===== config.mk =====
export PLATFORM = sky130hd
export DESIGN_NAME = cgpl_crc
export DESIGN_NICKNAME = d
export VERILOG_FILES = /design/src/hdl/cgpl_pkg.sv /design/src/hdl/cgpl_crc.sv
export SDC_FILE = /design/constraint.sdc
export NUM_CORES = 1
export LEC_CHECK = 0
export BUFFER_PORTS_ARGS = -buffer_cell sky130_fd_sc_hd__buf_2
export CAP_MARGIN = 20
export CORE_UTILIZATION = 59
export DETAILED_ROUTE_END_ITERATION = 6
export HOLD_SLACK_MARGIN = 0.08
export PLACE_DENSITY = 0.85
export SLEW_MARGIN = 40
export SYNTH_ARGS = -nofsm -noshare
export SYNTH_HDL_FRONTEND = slang
export SYNTH_SLANG_ARGS = --single-unit
export TNS_END_PERCENT = 10

===== constraint.sdc =====
create_clock -name clk -period 6 [get_ports clk]
set_clock_uncertainty 0.1 [all_clocks]
set_input_delay 0.9 -clock clk [delete_from_list [all_inputs] [get_ports clk]]
set_output_delay 0.9 -clock clk [all_outputs]
set_load 0.005 [all_outputs]

===== src/hdl/cgpl_pkg.sv =====
package cgpl_pkg;

    localparam int unsigned NUM_SLOTS_DEF = 2048;

    localparam logic [31:0] CRC_INIT = 32'hFFFF_FFFF;
    localparam logic [31:0] CRC_POLY = 32'hEDB8_8320;

    localparam logic [31:0] MIN_INTERVAL_RST = 32'd100;
    localparam logic [31:0] MAX_INTERVAL_RST = 32'd0;

    // Configuration register indexes
    localparam logic REG_MIN_INTERVAL = 1'b0;
    localparam logic REG_MAX_INTERVAL = 1'b1;

    typedef enum logic {
        FUNC_BYTE   = 1'b0,
        FUNC_DECIDE = 1'b1
    } func_t;

    typedef enum logic [1:0] {
        REASON_HELD        = 2'd0,
        REASON_FORCED      = 2'd1,
        REASON_MAX_EXPIRED = 2'd2,
        REASON_CHANGED     = 2'd3
    } push_reason_t;

    // Slot history write request from the decision stage
    typedef struct packed {
        logic time_we;
        logic crc_we;
    } hist_wr_t;

    // Occupancy of the decision stage
    typedef struct packed {
        logic valid;
        logic advance;
    } stage_status_t;

    // One byte of reflected CRC-32, eight shift steps of the table entry
    function automatic logic [31:0] crc_step(input logic [31:0] crc, input logic [7:0] data);
        logic [31:0] t;
        t = {24'd0, crc[7:0] ^ data};
        for (int k = 0; k < 8; k++)
        begin
            t = t[0] ? ((t >> 1) ^ CRC_POLY) : (t >> 1);
        end
        return t ^ (crc >> 8);
    endfunction

endpackage


===== src/hdl/cgpl_crc.sv =====
// Running CRC-32 over the byte stream; restart on every decision.
module cgpl_crc (
    input  logic        clk,
    input  logic        rst_n,
    input  logic        byte_en,
    input  logic        restart,
    input  logic [7:0]  data_byte,
    input  logic        segment_end,
    output logic [31:0] crc_value
);

    logic [31:0] crc_reg;
    logic [31:0] crc_next;
    logic [31:0] crc_stepped;

    assign crc_stepped = cgpl_pkg::crc_step(crc_reg, data_byte);

    always_comb
    begin
        crc_next = crc_reg;
        priority if (restart)
        begin
            crc_next = cgpl_pkg::CRC_INIT;
        end
        else if (byte_en)
        begin
            crc_next = segment_end ? ~crc_stepped : crc_stepped;
        end
        else
        begin
            crc_next = crc_reg;
        end
    end

    always_ff @(posedge clk or negedge rst_n)
    begin
        if (!rst_n)
        begin
            crc_reg <= cgpl_pkg::CRC_INIT;
        end
        else
        begin
            crc_reg <= crc_next;
        end
    end

    assign crc_value = crc_reg;

endmodule


; ---- Word level (Yosys, flattened, before mapping)
; Index checks and enable logic that the tools add are counted.
[classes]
n_reduce_logical = 1
mux = 11
bitwise = 11
[op_table]
columns = operator, count
row1 = $mux W32, 11
row2 = $not A13 Y14, 7
row3 = $not A32 Y32, 1
row4 = $xor A32 B24 Y32, 1
row5 = $not A1 Y14, 1
row6 = $xor A8 B8 Y8, 1
row7 = $reduce_bool A2 Y1, 1
[totals]
register_bits = 32
inputBits = 13
elab_cells = 24

; ---- Logic depth before layout (Yosys ltp)
[depth]
depth_word = 22
ltp_mapped = 6
depth_no_buf = 5

; ---- Worst setup path before layout
; No wires, ideal clock.
[synth_path]
path_type = in2reg
from = input port segment_end
to = register crc_reg[2] (netlist: crc_value[2])
setup_time_ns = 0.084
t_arrival_ns = 2.334
required_ns = 5.816
cell_stages = 6
setup_slack_ns = 3.482
cell_sequence = buf_2 xnor3_2 xor2_1 xnor2_1 a21oi_1 or2_2
[synth_between]
elab_chain_cells = 3
[synth_lines]
columns = element, line
row1 = start: declaration, cgpl_crc.sv:8  ; input logic segment_end,
row2 = $mux W32, cgpl_crc.sv:27  ; crc_next = segment_end ? ~crc_stepped : crc_stepped;
row3 = $mux W32, cgpl_crc.sv:25  ; else if (byte_en)
row4 = $mux W32, cgpl_crc.sv:21  ; priority if (restart)
row5 = end signal: assignment, cgpl_crc.sv:39  ; crc_reg <= cgpl_pkg::CRC_INIT;
row6 = end signal: assignment, cgpl_crc.sv:43  ; crc_reg <= crc_next;
row7 = end: declaration, cgpl_crc.sv:12  ; logic [31:0] crc_reg;
; Every way passes these cells. The select of a mux whose other input is x is not followed.
; A chain may end at the register's enable or synchronous reset.

; ---- Worst setup path after layout
[layout_path]
from = input port byte_en
to = register crc_reg[18] (netlist: crc_value[18])
[layout_between]
elab_chain_cells = 1
[layout_lines]
columns = element, line
row1 = start: declaration, cgpl_crc.sv:5  ; input logic byte_en,
row2 = $reduce_bool A2 Y1 (no source line), --
; Every way passes these cells.

==> run summary <==
status -> finished, final reports clean
slew margin rel. -> 48.6%
GPL Wtd Cong -> 0.809
min Tclk post-route -> 2.60 ns
synth top area cells -> dfstp_2 (38%), xnor2_1 (16%), xor2_1 (7.8%)
count leader, synth -> xnor2_1
CP max-delay cell -> clkinv_1
CTS buffer count -> 5
Worst Setup SP -> byte_en
most common flop cell mapped by yosys -> dfstp_2
hold_buf cts -> 0
WS Path Type -> in -> reg
Clk Latency, worst-skew pair -> 0.30 ns
post-synthesis instance area -> 2230 um2
HP Class -> reg -> reg
DRC -> 0
clock-pin transition on the worst setup and hold timing paths -> 0.07 ns
Setup-failing EPs final -> 0
Avg Inst Size Synth -> 11.1 um2
global-route wire length before repair -> 7.94 mm
# H-tree levels -> 2
area grow syn2layout -> 14.6%
DIE HEIGHT -> 63.5 um
Post-CTS Setup Bufs -> 0
grt ovf -> 0
port bufs -> 44
RSZ-0062 raised after global routing -> false
Setup crit start kind -> input pin
crit-path max cell delay -> 0.64 ns
Max Cap Violations -> 0
WL/cell -> 16.2 um
Yosys cell types -> 26
hold_sp -> crc_value[30]$_DFFE_PN1P_
fraction of final layout cells sized beyond drive strength 1 -> 42.8%
FMAX -> 0.384 GHz
fin nets -> 255
clock root cell -> clkbuf_8
post-cts gate resize count -> 0
Synth area leader -> dfstp_2
final hold violation count -> 0
CTS Buffer Depth -> 2
ys async rst share -> 100%
die width -> 63.5 um
# IOs -> 45
syn_nets -> 215
worst-margin pin slew -> 0.771 ns
synthesized netlist cell count -> 202
die area -> 4030 um2
vias per cell -> 5.56
initial antenna violation count -> 0
Worst Path Required -> 6.10 ns
largest net degree at the start of global routing -> 48
Critical Path, Cell by Cell -> buf_2, clkinv_1, nor2_1, a21oi_1
Pwr Density -> 667 nW/um2
register area share after synthesis -> 37.7%
row count -> 21
synth warn -> 0
diode count -> 0
GRT Total Usage -> 26.2%
Setup TNS -> 0 ns
LEAKAGE -> 1.03 nW
clock sink total -> 32
Post-synth EDFFs -> 0
commonest cells in the netlist -> xnor2_1 (40), dfstp_2 (32), xor2_1 (20)
final slew viol count -> 0
Critical R2R Launch -> crc_value[3]$_DFFE_PN1P_
max reg flops -> 32
final HPWL from detailed placement -> 3.12 mm
First DRT Iteration DRCs -> 97
CORE AREA -> 3470 um2
placed inst area -> 2470 um2
vias -> 1608
vias in the first global route -> 1610
Max VDD drop -> 0.336 mV
Antenna Nets Post-Route -> 0
arrival time of the worst setup path -> 2.71 ns
period utilization -> 43.4%
Yosys reg bits -> 32
Pre-antenna DRT Iters -> 4
CTS tree -> done
fin area -> 2560 um2
post-synth top area share -> 37.7%
slack of the critical path -> 3.40 ns
pre-CTS WS -> 3.15 ns
WL final -> 4.67 mm
CP max FO -> 47
CP Capture Type -> flip-flop
Initial Util -> 64.4%
-- layout make-up --
| class | instances | area (um2) |
|---|---|---|
| multi-input combinational | 158 | 1350 |
| clock buffer | 8 | 90.1 |
| timing repair buffer | 44 | 220 |
| tap | 46 | 57.6 |
| fill | 268 | 911 |
| sequential | 32 | 841 |
| inverter | 1 | 3.75 |
-- final timing paths --
check	to	slack [ns]	cells after the start
worst max register to register	crc_value[19]$_DFFE_PN1P_	3.67	5
worst max-delay path	crc_value[18]$_DFFE_PN1P_	3.40	4
min in group asynchronous	crc_value[9]$_DFFE_PN1P_	0.94	1
worst min register to register	crc_value[30]$_DFFE_PN1P_	0.44	2
max in group asynchronous	crc_value[8]$_DFFE_PN1P_	4.82	1
worst min-delay path	crc_value[30]$_DFFE_PN1P_	0.44	2
-- metrics by stage --
step	utilization, %	hold slack (ns)	cells	power, W
finish	73.7	0.443	289	0.00171
global route	73.7	0.498	289	0.00182
CTS	73.7	0.445	289	0.00171
detailed placement	71.1	0.435	281	0.00152
global placement	71.1	0.433	281	0.00150
floorplan	-	0.423	202	0.00129
-- power by group --
part	switching (W)	internal (W)
Clock	0.0000838	0.0000936
Sequential	0.0000854	0.000356
Combinational	0.000520	0.000569
Total	0.000689	0.00102
-- layer usage --
metal	share of wire, %	GRT usage, %
met2	48	41.1
met4	1.6	9.94
met3	5.3	7.07
met1	45	34.5
met5	0	0
-- cells by family after synthesis --
group	synth area share, %
xor gates and xnor gates	39.2
buffers and inverters	2.07
AOI/OAI and AO/OA	9.64
DFF	37.7
and+or+nand+nor	11.4
-- worst max-delay path: cells and delay by family --
kind | cells | cell delay, ns
buffers and inverters | 2 | 1.23
AO/OA/AOI/OAI | 1 | 0.13
AND/OR/NAND/NOR | 1 | 0.43
-- layout by cell type, fill, tap and decap left out --
master,n
buf_2,44
xnor2_1,40
dfstp_2,32
xor2_1,20
nor2_1,17
a21oi_1,17
a211o_1,12
nor2b_1,9
or2_2,8
xnor2_2,6
nor3_1,6
clkbuf_8,6
nand3_1,4
xnor3_2,3
xor2_4,2
xnor2_4,2
o21bai_1,2
xnor3_1,2
or3_1,2
o21ai_0,2
clkbuf_1,2
clkinv_1,1
xor3_2,1
nor4_1,1
and4b_1,1
or2_1,1
No activity file was read; power rests on OpenSTA's default activity.
