--- config.mk ---
export PLATFORM = sky130hd
export DESIGN_NAME = cgpl_decide
export DESIGN_NICKNAME = d
export VERILOG_FILES = /design/src/hdl/cgpl_pkg.sv /design/src/hdl/cgpl_decide.sv
export SDC_FILE = /design/constraint.sdc
export NUM_CORES = 1
export LEC_CHECK = 0
export BUFFER_PORTS_ARGS = -buffer_cell sky130_fd_sc_hd__buf_4
export CAP_MARGIN = 15
export CORE_ASPECT_RATIO = 1.75
export CORE_MARGIN = 2
export CORE_UTILIZATION = 33
export DETAILED_ROUTE_END_ITERATION = 10
export SLEW_MARGIN = 20
export SYNTH_ARGS = -nofsm -noshare
export SYNTH_HDL_FRONTEND = slang
export SYNTH_SLANG_ARGS = --single-unit
--- constraint.sdc ---
create_clock -name clk -period 4.7 [get_ports clk]
set_input_delay 0 -clock clk [delete_from_list [all_inputs] [get_ports clk]]
set_output_delay 0 -clock clk [all_outputs]
set_load 0.005 [all_outputs]
--- src/hdl/cgpl_pkg.sv ---
package cgpl_pkg;

    localparam int unsigned NUM_SLOTS_DEF = 2048;

    localparam logic [31:0] CRC_INIT = 32'hFFFF_FFFF;
    localparam logic [31:0] CRC_POLY = 32'hEDB8_8320;

    localparam logic [31:0] MIN_INTERVAL_RST = 32'd100;
    localparam logic [31:0] MAX_INTERVAL_RST = 32'd0;

    // Configuration register indexes
    localparam logic REG_MIN_INTERVAL = 1'b0;
    localparam logic REG_MAX_INTERVAL = 1'b1;

    typedef enum logic {
        FUNC_BYTE   = 1'b0,
        FUNC_DECIDE = 1'b1
    } func_t;

    typedef enum logic [1:0] {
        REASON_HELD        = 2'd0,
        REASON_FORCED      = 2'd1,
        REASON_MAX_EXPIRED = 2'd2,
        REASON_CHANGED     = 2'd3
    } push_reason_t;

    // Slot history write request from the decision stage
    typedef struct packed {
        logic time_we;
        logic crc_we;
    } hist_wr_t;

    // Occupancy of the decision stage
    typedef struct packed {
        logic valid;
        logic advance;
    } stage_status_t;

    // One byte of reflected CRC-32, eight shift steps of the table entry
    function automatic logic [31:0] crc_step(input logic [31:0] crc, input logic [7:0] data);
        logic [31:0] t;
        t = {24'd0, crc[7:0] ^ data};
        for (int k = 0; k < 8; k++)
        begin
            t = t[0] ? ((t >> 1) ^ CRC_POLY) : (t >> 1);
        end
        return t ^ (crc >> 8);
    endfunction

endpackage

--- src/hdl/cgpl_decide.sv ---
// Decision stage: holds one request while the slot history is read,
// decides, issues the history write and fills the result register.
module cgpl_decide #(
    parameter int unsigned AddrW = 11
) (
    input  logic                    clk,
    input  logic                    rst_n,
    input  logic                    load,
    input  logic [AddrW-1:0]        slot_addr,
    input  logic                    slot_in_range,
    input  logic [31:0]             now_ms,
    input  logic                    force_req,
    input  logic                    skip_check,
    input  logic [31:0]             crc_snap,
    input  logic [31:0]             hist_time,
    input  logic [31:0]             hist_crc,
    input  logic [31:0]             min_interval,
    input  logic [31:0]             max_interval,
    input  logic                    out_ready,
    output logic                    out_valid,
    output logic                    push_res,
    output logic [1:0]              push_reason,
    output cgpl_pkg::stage_status_t status,
    output cgpl_pkg::hist_wr_t      hist_wr,
    output logic [AddrW-1:0]        wr_addr,
    output logic [31:0]             wr_time,
    output logic [31:0]             wr_crc
);

    logic                   s1_valid_reg;
    logic [AddrW-1:0]       s1_addr_reg;
    logic                   s1_in_range_reg;
    logic [31:0]            s1_now_reg;
    logic                   s1_force_reg;
    logic                   s1_skip_reg;
    logic [31:0]            s1_crc_reg;
    logic                   out_valid_reg;
    logic                   out_res_reg;
    logic [1:0]             out_reason_reg;

    logic                   s1_adv;
    logic [31:0]            elapsed;
    cgpl_pkg::push_reason_t reason;
    logic                   push;

    assign s1_adv  = s1_valid_reg && (!out_valid_reg || out_ready);
    assign elapsed = s1_now_reg - hist_time;

    always_comb
    begin
        reason = cgpl_pkg::REASON_HELD;
        priority if (!s1_in_range_reg)
        begin
            reason = cgpl_pkg::REASON_HELD;
        end
        else if (s1_force_reg)
        begin
            reason = cgpl_pkg::REASON_FORCED;
        end
        else if ((max_interval != 32'd0) && (elapsed > max_interval))
        begin
            reason = cgpl_pkg::REASON_MAX_EXPIRED;
        end
        else if ((elapsed <= min_interval) || s1_skip_reg)
        begin
            reason = cgpl_pkg::REASON_HELD;
        end
        else if (hist_crc != s1_crc_reg)
        begin
            reason = cgpl_pkg::REASON_CHANGED;
        end
        else
        begin
            reason = cgpl_pkg::REASON_HELD;
        end
    end

    assign push = (reason != cgpl_pkg::REASON_HELD);

    assign hist_wr.time_we = s1_adv && push;
    assign hist_wr.crc_we  = s1_adv && (reason == cgpl_pkg::REASON_CHANGED);
    assign wr_addr         = s1_addr_reg;
    assign wr_time         = s1_now_reg;
    assign wr_crc          = s1_crc_reg;

    assign status.valid   = s1_valid_reg;
    assign status.advance = s1_adv;

    always_ff @(posedge clk)
    begin
        if (load)
        begin
            s1_addr_reg     <= slot_addr;
            s1_in_range_reg <= slot_in_range;
            s1_now_reg      <= now_ms;
            s1_force_reg    <= force_req;
            s1_skip_reg     <= skip_check;
            s1_crc_reg      <= crc_snap;
        end
        if (s1_adv)
        begin
            out_res_reg    <= push;
            out_reason_reg <= reason;
        end
    end

    always_ff @(posedge clk or negedge rst_n)
    begin
        if (!rst_n)
        begin
            s1_valid_reg  <= 1'b0;
            out_valid_reg <= 1'b0;
        end
        else
        begin
            if (load)
            begin
                s1_valid_reg <= 1'b1;
            end
            else if (s1_adv)
            begin
                s1_valid_reg <= 1'b0;
            end
            if (s1_adv)
            begin
                out_valid_reg <= 1'b1;
            end
            else if (out_ready)
            begin
                out_valid_reg <= 1'b0;
            end
        end
    end

    assign out_valid   = out_valid_reg;
    assign push_res    = out_res_reg;
    assign push_reason = out_reason_reg;

endmodule

### Word-level counts from Yosys, hierarchy flattened

Cells that the tools add are included.

* input bits: 210
* output and inout bits: 83
* logic and storage cells: 35
* flip-flop bits (word level): 83

* reduce and logical (&&, ||, !) cells: 11
* add/sub/neg operators: 1
* magnitude comparators: 2
* equal/unequal tests: 2
* multiplexer cells: 9

Operator list (count)
* 32-bit greater-than comparator: 1
* 32-bit less-or-equal comparator: 1
* 32-bit inequality test: 1
* 32-bit nonzero test: 1
* 32-bit subtractor: 1
* 2-bit 2-to-1 mux: 5
* 2-bit nonzero test: 3
* 1-bit logical AND: 4
* 1-bit 2-to-1 mux: 4
* 2-bit equality test (second input constant): 1
* 1-bit logical OR: 2
* 1-bit zero test: 1

### Logic depth before layout (Yosys ltp)

Gate-level depths: netlist (run 1).

* depth in word-level cells: 9
* depth in mapped cells: 20
* depth with buffers taken out: 20

### Worst setup path after synthesis (run 1)

OpenSTA, ideal clock, no wires.

* path kind: register to register
* start point: register s1_now_reg[4] (netlist: wr_time[4])
* end point: register out_reason_reg[0] (netlist: push_reason[0]) (data pin)
* buffers on the path: 0
* period minus slack after synthesis: 4.131 ns
* stages on the path, launching flop included: 19
* setup slack: 0.569 ns
* required time: 4.434 ns
* arrival time: 3.865 ns
* setup time: 0.266 ns
* cell sequence: edfxtp_1 ha_1 a21o_1 a211oi_1 and3_1 o31a_1 a211o_2 a211oi_2 o41ai_2 xnor2_1 ha_1 nand3_1 or3_1 or2_0 o221a_1 o21ai_0 a21oi_1 a211oi_2 o21ai_1

* longest elaborated chain between the ends: 7
* elaborated cells on any way between the ends: 9
* classes of those cells: add/sub (1); order compare (2); mux (4); reduce/logical (2)

RTL lines
* start, declared: line cgpl_decide.sv:33 `logic [31:0] s1_now_reg;`
* start signal, assigned: line cgpl_decide.sv:95 `s1_now_reg <= now_ms;`
* 32-bit subtractor *: line cgpl_decide.sv:47 `assign elapsed = s1_now_reg - hist_time;`
* 32-bit less-or-equal comparator: line cgpl_decide.sv:64 `else if ((elapsed <= min_interval) || s1_skip_reg)`
* 1-bit logical OR: line cgpl_decide.sv:64
* 2-bit 2-to-1 mux: line cgpl_decide.sv:64
* 2-bit 2-to-1 mux *: line cgpl_decide.sv:60 `else if ((max_interval != 32'd0) && (elapsed > max_interval))`
* 2-bit 2-to-1 mux *: line cgpl_decide.sv:56 `else if (s1_force_reg)`
* 2-bit 2-to-1 mux *: line cgpl_decide.sv:52 `priority if (!s1_in_range_reg)`
* named net reason[0]: line cgpl_decide.sv:43 `cgpl_pkg::push_reason_t reason;`
* end signal, assigned: line cgpl_decide.sv:103 `out_reason_reg <= reason;`
* end, declared: line cgpl_decide.sv:39 `logic [1:0] out_reason_reg;`

Mark *: on every way through the listed nets, which the timed path passes. The rest lies on a longest branch.
A chain may end at the register's enable or synchronous reset.

==> results of run 1 <==
## final timing paths
check | from | to | slack, ns | cells past startpoint
max in group asynchronous | rst_n | s1_valid_reg | 4.06 | 3
worst max register to register | wr_time[1] | push_res | 0.18 | 21
worst min register to register | s1_valid_reg | out_valid | 0.51 | 2
worst min-delay path | load | wr_time[15] | 0.12 | 1
min in group asynchronous | rst_n | out_valid | 0.51 | 3
worst max-delay path | wr_time[1] | hist_wr[0] | -0.03 | 20
## power groups by stage
stage	Combinational, mW	Clock (mW)	Sequential (mW)
floorplan	0.610	0	0.934
global placement	1.02	0	0.935
detailed placement	1.03	0	0.937
CTS	1.13	0.829	0.921
global route	1.27	0.854	0.929
finish	1.14	0.807	0.921
## what timing repair did
item	in CTS	in global routing
buffers inserted	8	3
hold buffers	81	0
gates resized for setup	13	10
hold endpoints to repair	82	0
setup endpoints to repair	2	5
pin swaps	10	11
## worst max-delay path: cells and delay by family, from the launching register on
family | cells | cell delay, ns
adder cells (fa/ha/maj) | 2 | 0.61
AO/OA/AOI/OAI | 9 | 1.67
flip-flops | 1 | 0.41
XOR/XNOR | 1 | 0.15
AND/OR/NAND/NOR | 6 | 1.25
buffers and inverters | 2 | 0.28
## area by class of cell
| cell class | count | area, sq um | area share |
|---|---|---|---|
| inverter | 104 | 390 | 0.0383 |
| clock inverter | 7 | 111 | 0.0109 |
| timing repair buffer | 388 | 3120 | 0.307 |
| tap | 241 | 302 | 0.0296 |
| clock buffer | 9 | 225 | 0.0221 |
| multi-input combinational | 421 | 3550 | 0.349 |
| sequential | 83 | 2480 | 0.244 |
## logic make-up (layout without fill, tap and decap cells)
kind of cell               after synthesis  after routing
AOI/OAI and AO/OA                      150            150
xor gates and xnor gates                60             60
adders and majority gates               96             96
buffers and inverters                  109            508
DFF                                     83             83
muxes                                    2              2
and+or+nand+nor                        113            113
## cells in the final DEF (no fill, tap or decap), drive strengths merged, types with 10 or more instances in the layout
| cell | n |
|---|---|
| a21o | 44 |
| a21oi | 43 |
| buf | 307 |
| dlygate4sd3 | 81 |
| edfxtp | 81 |
| ha | 95 |
| inv | 106 |
| nand2 | 12 |
| nand3 | 10 |
| nand4 | 25 |
| nor2 | 21 |
| nor4 | 13 |
| o21a | 11 |
| o21ai | 11 |
| xnor2 | 55 |
## routing by layer
layer  vias up  routed length [microns]  track usage
met2       171                    12000        0.395
met3        45                      964       0.0386
met4         0                      829        0.100
met1      2757                     7460        0.203
met5         -                        0            0
li1       3019                        -            -
==> out/qor.yml, run 1 <==
outcome:
  status: "finished with violations"
  violations: "negative setup slack"
placement:
  port_buffers: 292
  place_hpwl_microns: 17600
  place_ws_ns: 0.0499
  place_area_sq_mm: 0.00885
  gp_routability_congestion: 0.856
  dp_cells: 1145
worst_setup_path:
  critPathMaxFanout: 4
  slowest_stage: "edfxtp_1"
  critical_path_arrival_ns: 4.73
  crit_required_ns: 4.70
  crit_type: "reg2out"
  critical_path.endpoint_type: "output port"
  cpMostUsedCell: "ha_1"
  path_cells: "ha_1 > and2b_2 > o2111ai_2 > and3_4 > o31a_1 > a211o_4 > a211oi_4 > o41ai_2 > xnor2_1 > ha_1 > nand3_2 > or3_1 > or2_1 > o221a_1 > o21ai_1 > a21oi_1 > a211oi_2 > buf_4 > and4b_1 > buf_6"
  crit_path_start_kind: "register"
  crit_path_max_incr_delay_ns: 0.41
synthesis:
  synth_compound_area_frac: 0.167
  yosysMostFrequentCell: "inv_1"
  synth_area_per_cell_sq_um: 10.4
  ys.flop_type: "edfxtp_1"
  ys_types: 59
  synth_nets: 919
  synth_adder_area_share: 0.190
  synth_top_area_share: 0.383
  synth_area_sq_mm: 0.00636
  synthTopCellsByCount: "104 x inv_1, 95 x ha_1, 81 x edfxtp_1, 55 x xnor2_1, 43 x a21oi_1"
  ys_seq_area_frac: 0.390
  synth_top_family_by_area: "adder cells"
  synthXorXnorAreaFrac: 0.0826
  synth_edf_count: 81
  synth-async-reset-ratio: 0.0241
  synth.mux.area_fraction: 0.00315
  synth_area_leaders: "edfxtp_1 38%, ha_1 19%, xnor2_1 7.6%"
  synth_area_leader_cell: "edfxtp_1"
  synth-simple-area-share: 0.100
  ys_seq_elements: 83
  yosys_warnings: 0
  netlist_instances: 613
pwr:
  power.switching_uw: 901
  p_clk_frac: 0.281
  power.share.sequential: 0.321
  combinationalPowerShare: 0.398
  p_int_mw: 1.97
  p_leak_nw: 4.98
  peakVddDrop_mv: 0.273
  finalPower_mw: 2.87
  p_per_area_mw_per_mm2: 282
  switching_share: 0.314
clock_tree:
  cts-root-buf: "clkbuf_16"
  clock-sinks: 83
  cts_tree: "done"
  clk_pin_slew_ns: 0.07
  cts_buffers: 9
  clk_path_buf_depth: 2
  htreeDepth: 3
  clock_latency_ns: 0.36
grt:
  gr-usage-all-layers: 0.206
  antenna_found_initial: 0
  globalRoute.totalOverflow: 0
  grt_max_degree: 53
  grt_pass1_vias: 6321
  grt_first_pass_wirelength_microns: 31500
floorplanning:
  die_area_sq_mm: 0.0204
  start_util: 0.334
  row_count: 67
  die_x_microns: 109
  coreArea_sq_mm: 0.0190
  pin_count: 293
  die_h_microns: 188
timing:
  layout_setup_ws_ns: -0.0261
  tightest_slew_ns: 0.663
  finalCritPeriodShare: 1.01
  setup_viol: 2
  max_slew_margin: 0.558
  fin_crit_ns: 4.73
  final.setup.tns_ns: -0.0384
  hold_viol: 0
  grt_setup_unrepaired: "yes"
  hold_slack_ns: 0.119
  drv_slew: 0
  fin_skew_ns: 0.00608
  fmaxAchievable_ghz: 0.212
layout:
  area_growth_syn_to_layout_pct: 60.2
  nFillCells: 1739
  fin_nets: 1313
  drive_gt1_frac: 0.349
  final_util: 0.535
  antenna_cells: 0
  fin_area_sq_mm: 0.0102
  fin_cells: 1253
detailed_routing:
  dr.pass1.iters: 4
  vias: 5992
  viasPerCell: 4.78
  drt_iter0_drc: 189
  ant_nets: 0
  wl_per_cell_microns: 17.0
  drc: 0
  wirelength_microns: 21300
min_path:
  hold_class: "in2reg"
job:
  cap_viol_max_count: 0
Power figures use the tool's default switching activity.
==> run 2, diff against run 1 <==
Settings changed: CORE_UTILIZATION 33 to 40, PLACE_DENSITY from default to 0.7.
==> out/qor.yml, run 2 (synthesized netlist as in run 1, its figures left out) <==
pwr:
  p_clk_frac: 0.266
  power.share.sequential: 0.325
  combinationalPowerShare: 0.409
  switching_share: 0.319
  p_int_mw: 1.93
  power.switching_uw: 906
  p_leak_nw: 4.97
  p_per_area_mw_per_mm2: 279
  peakVddDrop_mv: 0.227
  finalPower_mw: 2.84
placement:
  dp_cells: 1090
  port_buffers: 292
  place_area_sq_mm: 0.00876
  gp_routability_congestion: 0.947
  place_ws_ns: 0.0964
  place_hpwl_microns: 16300
floorplanning:
  row_count: 61
  die_x_microns: 99.3
  start_util: 0.404
  pin_count: 293
  coreArea_sq_mm: 0.0157
  die_h_microns: 171
  die_area_sq_mm: 0.0170
layout:
  final_util: 0.646
  layout_commonest_cell: "buf_4"
  fin_area_sq_mm: 0.0102
  fin_nets: 1312
  antenna_cells: 0
  fin_cells: 1200
  final_cell_mix: "304 x buf_4, 104 x inv_1, 89 x ha_1"
  drive_gt1_frac: 0.359
  area_growth_syn_to_layout_pct: 59.8
detailed_routing:
  vias: 6105
  wirelength_microns: 20900
  wl_met1_microns: 7550
  drt_iter0_drc: 164
  viasPerCell: 5.09
  topRoutingLayerUsed: "met4"
  met3_length_microns: 1000
  dr.pass1.iters: 4
  ant_nets: 0
  route.met2.wl_microns: 11600
  drc: 0
  wl_per_cell_microns: 17.4
worst_setup_path:
  r2r_slack_ns: 0.24
  critPathBufInv: 1
  crit_path_max_incr_delay_ns: 0.44
  critical_path.endpoint_type: "output port"
  crit_type: "reg2out"
  critical_path_arrival_ns: 4.72
  crit_start: "wr_time[4]"
  crit_path_start_kind: "register"
  cp.depth: 19
  timing.rr.start: "wr_time[4]"
  worstReg2RegEnd: "push_reason[0]"
  crit_required_ns: 4.70
  crit_family: "compound AO/OA/AOI/OAI gates"
  slowest_stage: "edfxtp_1"
  endpoint: "hist_wr[0]"
  path_cells: "ha_4 > a21o_1 > a211oi_1 > and3_4 > o31a_1 > a211o_4 > a211oi_4 > o41ai_2 > xnor2_1 > ha_1 > nand3_2 > or3_4 > or2_1 > o221a_1 > o21ai_1 > a21oi_1 > a211oi_2 > and4b_1 > buf_6"
  critPathMaxFanout: 5
  reg2reg_depth: 19
clock_tree:
  cts_buffers: 9
  clk_path_buf_depth: 2
  cts_tree: "done"
  clock_latency_ns: 0.36
  clock-sinks: 83
  cts-root-buf: "clkbuf_16"
  htreeDepth: 3
  clk_pin_slew_ns: 0.07
timing:
  finalCritPeriodShare: 1.00
  grt_setup_unrepaired: "yes"
  hold_slack_ns: 0.325
  drv_slew: 0
  layout_setup_ws_ns: -0.0189
  fmaxAchievable_ghz: 0.212
  hold_viol: 0
  setup_viol: 2
  fin_crit_ns: 4.72
  tightest_slew_ns: 1.04
  fin_skew_ns: 0.00770
  final.setup.tns_ns: -0.0353
  max_slew_margin: 0.303
grt:
  grt_max_degree: 80
  grt_first_pass_wirelength_microns: 31200
  antenna_found_initial: 0
  grt_pass1_vias: 6429
  gr-usage-all-layers: 0.238
  globalRoute.totalOverflow: 0
job:
  cap_viol_max_count: 0
outcome:
  status: "finished with violations"
  violations: "negative setup slack"
min_path:
  hold_class: "in2reg"
## run 2: cell count changes in the layout (fill, tap and decap cells not counted), sizes merged
cell	delta
clkinvlp	+3
clkinv	-3
buf	-1
clkbuf	+1
bufinv	-1
## run 2: layer usage
layer | vias up | global-route usage
met2 | 215 | 0.455
met5 | - | 0
li1 | 3027 | -
met1 | 2817 | 0.253
met4 | 0 | 0.100
met3 | 46 | 0.0413
## run 2: worst min-delay path by stage
stage,startpoint,endpoint,depth (start not counted)
2_1_floorplan,rst_n,out_valid,0
3_3_place_gp,rst_n,out_valid,1
3_5_place_dp,rst_n,out_valid,1
4_1_cts,hist_crc[31],push_reason[0],7
5_1_grt,crc_snap[11],wr_crc[11],2
6_report,hist_crc[31],push_reason[0],7
## run 2: final cells by class
class	count	area, sq um
repair buffers	387	3120
multi-input cells	421	3630
clock inverters	6	72.6
flip-flops and latches	83	2480
inverters	104	390
fillers	1272	5560
clock buffers	10	239
well taps	189	236
## run 2: worst min-delay path, stage by stage
cell	delay, ns
buf_4	0.08
xnor2_1	0.05
nand4_1	0.06
nor4_1	0.05
nand2_1	0.08
nand4_1	0.11
o21ai_2	0.13
## run 2: power groups by stage
stage | combinational (mW) | sequential [mW] | clock (mW)
6_report | 1.16 | 0.923 | 0.755
3_3_place_gp | 1.01 | 0.934 | 0
3_5_place_dp | 1.02 | 0.937 | 0
5_1_grt | 1.29 | 0.929 | 0.795
4_1_cts | 1.12 | 0.921 | 0.768
2_1_floorplan | 0.610 | 0.934 | 0
## run 2: what timing repair did
| action | CTS | global route |
|---|---|---|
| hold buffers | 81 | 0 |
| gates resized for setup | 12 | 22 |
| buffers inserted | 8 | 5 |
| pin swaps | 9 | 20 |
| endpoints found under the hold margin | 82 | 0 |
| setup endpoints to repair | 2 | 5 |
==> run 3, diff against run 2 <==
Settings changed: ABC_AREA from default to 1, PLACE_DENSITY 0.7 to 0.69.
==> out/qor.yml, run 3 <==
clock_tree:
  cts_buffers: 9
  postCtsSetupBuffers: 0
  cts-root-buf: "clkbuf_16"
  htreeDepth: 3
  cts_tree: "done"
  clock_latency_ns: 0.34
  clock-sinks: 83
  clk_pin_slew_ns: 0.07
  clk_path_buf_depth: 2
worst_setup_path:
  reg2reg_depth: 22
  crit_required_ns: 4.70
  critical_path_arrival_ns: 3.95
  timing.rr.start: "wr_time[9]"
  endpoint: "hist_wr[1]"
  critical_path.endpoint_type: "output port"
  r2r_slack_ns: 1.04
  critPathMaxFanout: 4
  crit_type: "reg2out"
  worstReg2RegEnd: "push_reason[0]"
  crit_path_start_kind: "register"
  crit_start: "wr_time[9]"
layout:
  fin_area_sq_mm: 0.0102
  area_growth_syn_to_layout_pct: 53.7
  regArea_sq_mm: 0.00248
  final_util: 0.624
  drive_gt1_frac: 0.280
  layout_commonest_cell: "buf_4"
  fin_cells: 1394
  fin_nets: 1471
  final_cell_mix: "292 x buf_4, 153 x inv_1, 136 x nand2_1"
  multi_input_area_sq_mm: 0.00357
  antenna_cells: 0
  nFillCells: 1367
floorplanning:
  die_x_microns: 101
  row_count: 62
  pin_count: 293
  die_h_microns: 174
  start_util: 0.406
  die_area_sq_mm: 0.0177
  coreArea_sq_mm: 0.0164
synthesis:
  synth_area_sq_mm: 0.00664
  synth_area_per_cell_sq_um: 8.49
  synth-async-reset-ratio: 0.0241
  ys.flop_type: "edfxtp_1"
  synth_nets: 1089
  synthTopCellsByCount: "153 x inv_1, 136 x nand2_1, 95 x ha_1, 81 x edfxtp_1, 80 x nor2_1"
  synth_edf_count: 81
  ys_seq_area_frac: 0.374
  synth_area_leaders: "edfxtp_1 37%, ha_1 18%, inv_1 8.6%"
  ys_types: 38
  yosys_warnings: 0
  ys_seq_elements: 83
  synth_top_area_share: 0.366
  netlist_instances: 783
  yosysMostFrequentCell: "inv_1"
  synth_area_leader_cell: "edfxtp_1"
detailed_routing:
  route.met2.wl_microns: 12500
  vias: 6711
  dr.pass1.iters: 5
  met3_length_microns: 1170
  drt_iter0_drc: 270
  wl_met1_microns: 7400
  drc: 0
  ant_nets: 0
  viasPerCell: 4.81
  wl_per_cell_microns: 15.8
  wirelength_microns: 22000
  topRoutingLayerUsed: "met4"
pwr:
  combinationalPowerShare: 0.407
  p_per_area_mw_per_mm2: 270
  power.switching_uw: 918
  p_int_mw: 1.84
  peakVddDrop_mv: 0.279
  p_leak_nw: 5.19
  p_clk_frac: 0.260
  switching_share: 0.333
  power.share.sequential: 0.333
timing:
  final.setup.tns_ns: 0
  fmaxAchievable_ghz: 0.253
  tightest_slew_ns: 1.03
  setup_viol: 0
  hold_viol: 0
  drv_slew: 0
  fin_crit_ns: 3.95
  grt_setup_unrepaired: "no"
  finalCritPeriodShare: 0.841
  max_slew_margin: 0.312
  hold_slack_ns: 0.364
  fin_skew_ns: 0.00622
placement:
  port_buffers: 292
  place_hpwl_microns: 17600
  place_area_sq_mm: 0.00910
  gp_routability_congestion: 0.914
  dp_cells: 1297
outcome:
  status: "completed"
grt:
  grt_max_degree: 80
  gr-usage-all-layers: 0.251
  globalRoute.totalOverflow: 0
  grt_pass1_vias: 7211
  antenna_found_initial: 0
  grt_first_pass_wirelength_microns: 34200
job:
  cap_viol_max_count: 0
min_path:
  hold_class: "in2reg"
[run 3: cell types whose count changed after synthesis, moves of 6 or more]
cell,change
o21a_1,-8
nand3_1,+6
nand4_1,-10
nor2b_1,-6
inv_1,+49
xnor2_1,-42
a21o_1,-38
nand3_2,+6
nand2_1,+124
a21oi_1,+24
xor2_1,+38
nor4_1,-8
o21ai_0,+11
nor2_1,+59
[run 3: cell type report]
| cell class | count | area share |
|---|---|---|
| Clock inverter | 4 | 0.00502 |
| Inverter | 153 | 0.0562 |
| Tap cell | 224 | 0.0275 |
| Timing Repair Buffer | 373 | 0.294 |
| Sequential cell | 83 | 0.243 |
| Multi-Input combinational cell | 545 | 0.350 |
| Clock buffer | 12 | 0.0241 |
[run 3: critical path: stages (launching register included)]
cell      delay, ns
edfxtp_1       0.40
ha_1           0.39
nand2_1        0.18
inv_1          0.09
a21oi_1        0.24
o21ai_0        0.15
nand2_1        0.10
nand3_2        0.10
nand2_1        0.08
nand3_1        0.09
xor2_1         0.19
ha_1           0.31
nand2_1        0.06
nor2_1         0.16
nand4_1        0.15
nor2_1         0.17
nand3b_1       0.13
nand2_1        0.09
nor2_1         0.04
nand2_1        0.11
a31oi_1        0.12
nand2_1        0.07
inv_1          0.05
buf_4          0.13
[run 3: logic make-up after synthesis]
group                    count (synthesis)  synth area share
AND/OR/NAND/NOR                        276             0.179
adder cells (fa/ha/maj)                 96             0.182
buffers and inverters                  155            0.0887
XOR/XNOR                                57            0.0763
AO/OA/AOI/OAI                          116             0.100
flip-flops                              83             0.374
[run 3: per-stage QoR]
stage	total power, mW	setup slack, ns
6_report	2.76	0.749
5_1_grt	2.95	0.357
4_1_cts	2.76	0.766
3_5_place_dp	2.00	1.07
3_3_place_gp	1.97	1.14
2_1_floorplan	1.56	1.61
[run 3: repair_timing]
| action | in CTS | in global routing |
|---|---|---|
| endpoints found under the hold margin | 82 | 0 |
| hold buffers | 81 | 0 |
| gates resized for setup | 0 | 0 |
[run 3: worst min-delay path by stage]
stage | startpoint | to | slack, ns | cells past startpoint
floorplan | rst_n | out_valid | -0.30 | 0
global placement | rst_n | out_valid | -0.22 | 1
detailed placement | rst_n | out_valid | -0.21 | 1
CTS | slot_addr[9] | wr_addr[9] | 0.36 | 2
global route | crc_snap[28] | wr_crc[28] | 0.37 | 2
finish | slot_addr[9] | wr_addr[9] | 0.36 | 2
[run 3: power by group through the flow]
stage          clock network, mW  registers [mW]  logic (mW)
6_report                   0.717           0.920        1.12
5_1_grt                    0.753           0.927        1.27
4_1_cts                    0.723           0.919        1.12
3_5_place_dp                   0           0.934        1.06
3_3_place_gp                   0           0.932        1.04
2_1_floorplan                  0           0.933       0.628
[run 3: metal layers]
metal,vias to the layer above,global-route usage
met1,3082,0.244
met3,50,0.0503
li1,3348,-
met4,0,0.120
met5,-,0
met2,231,0.483
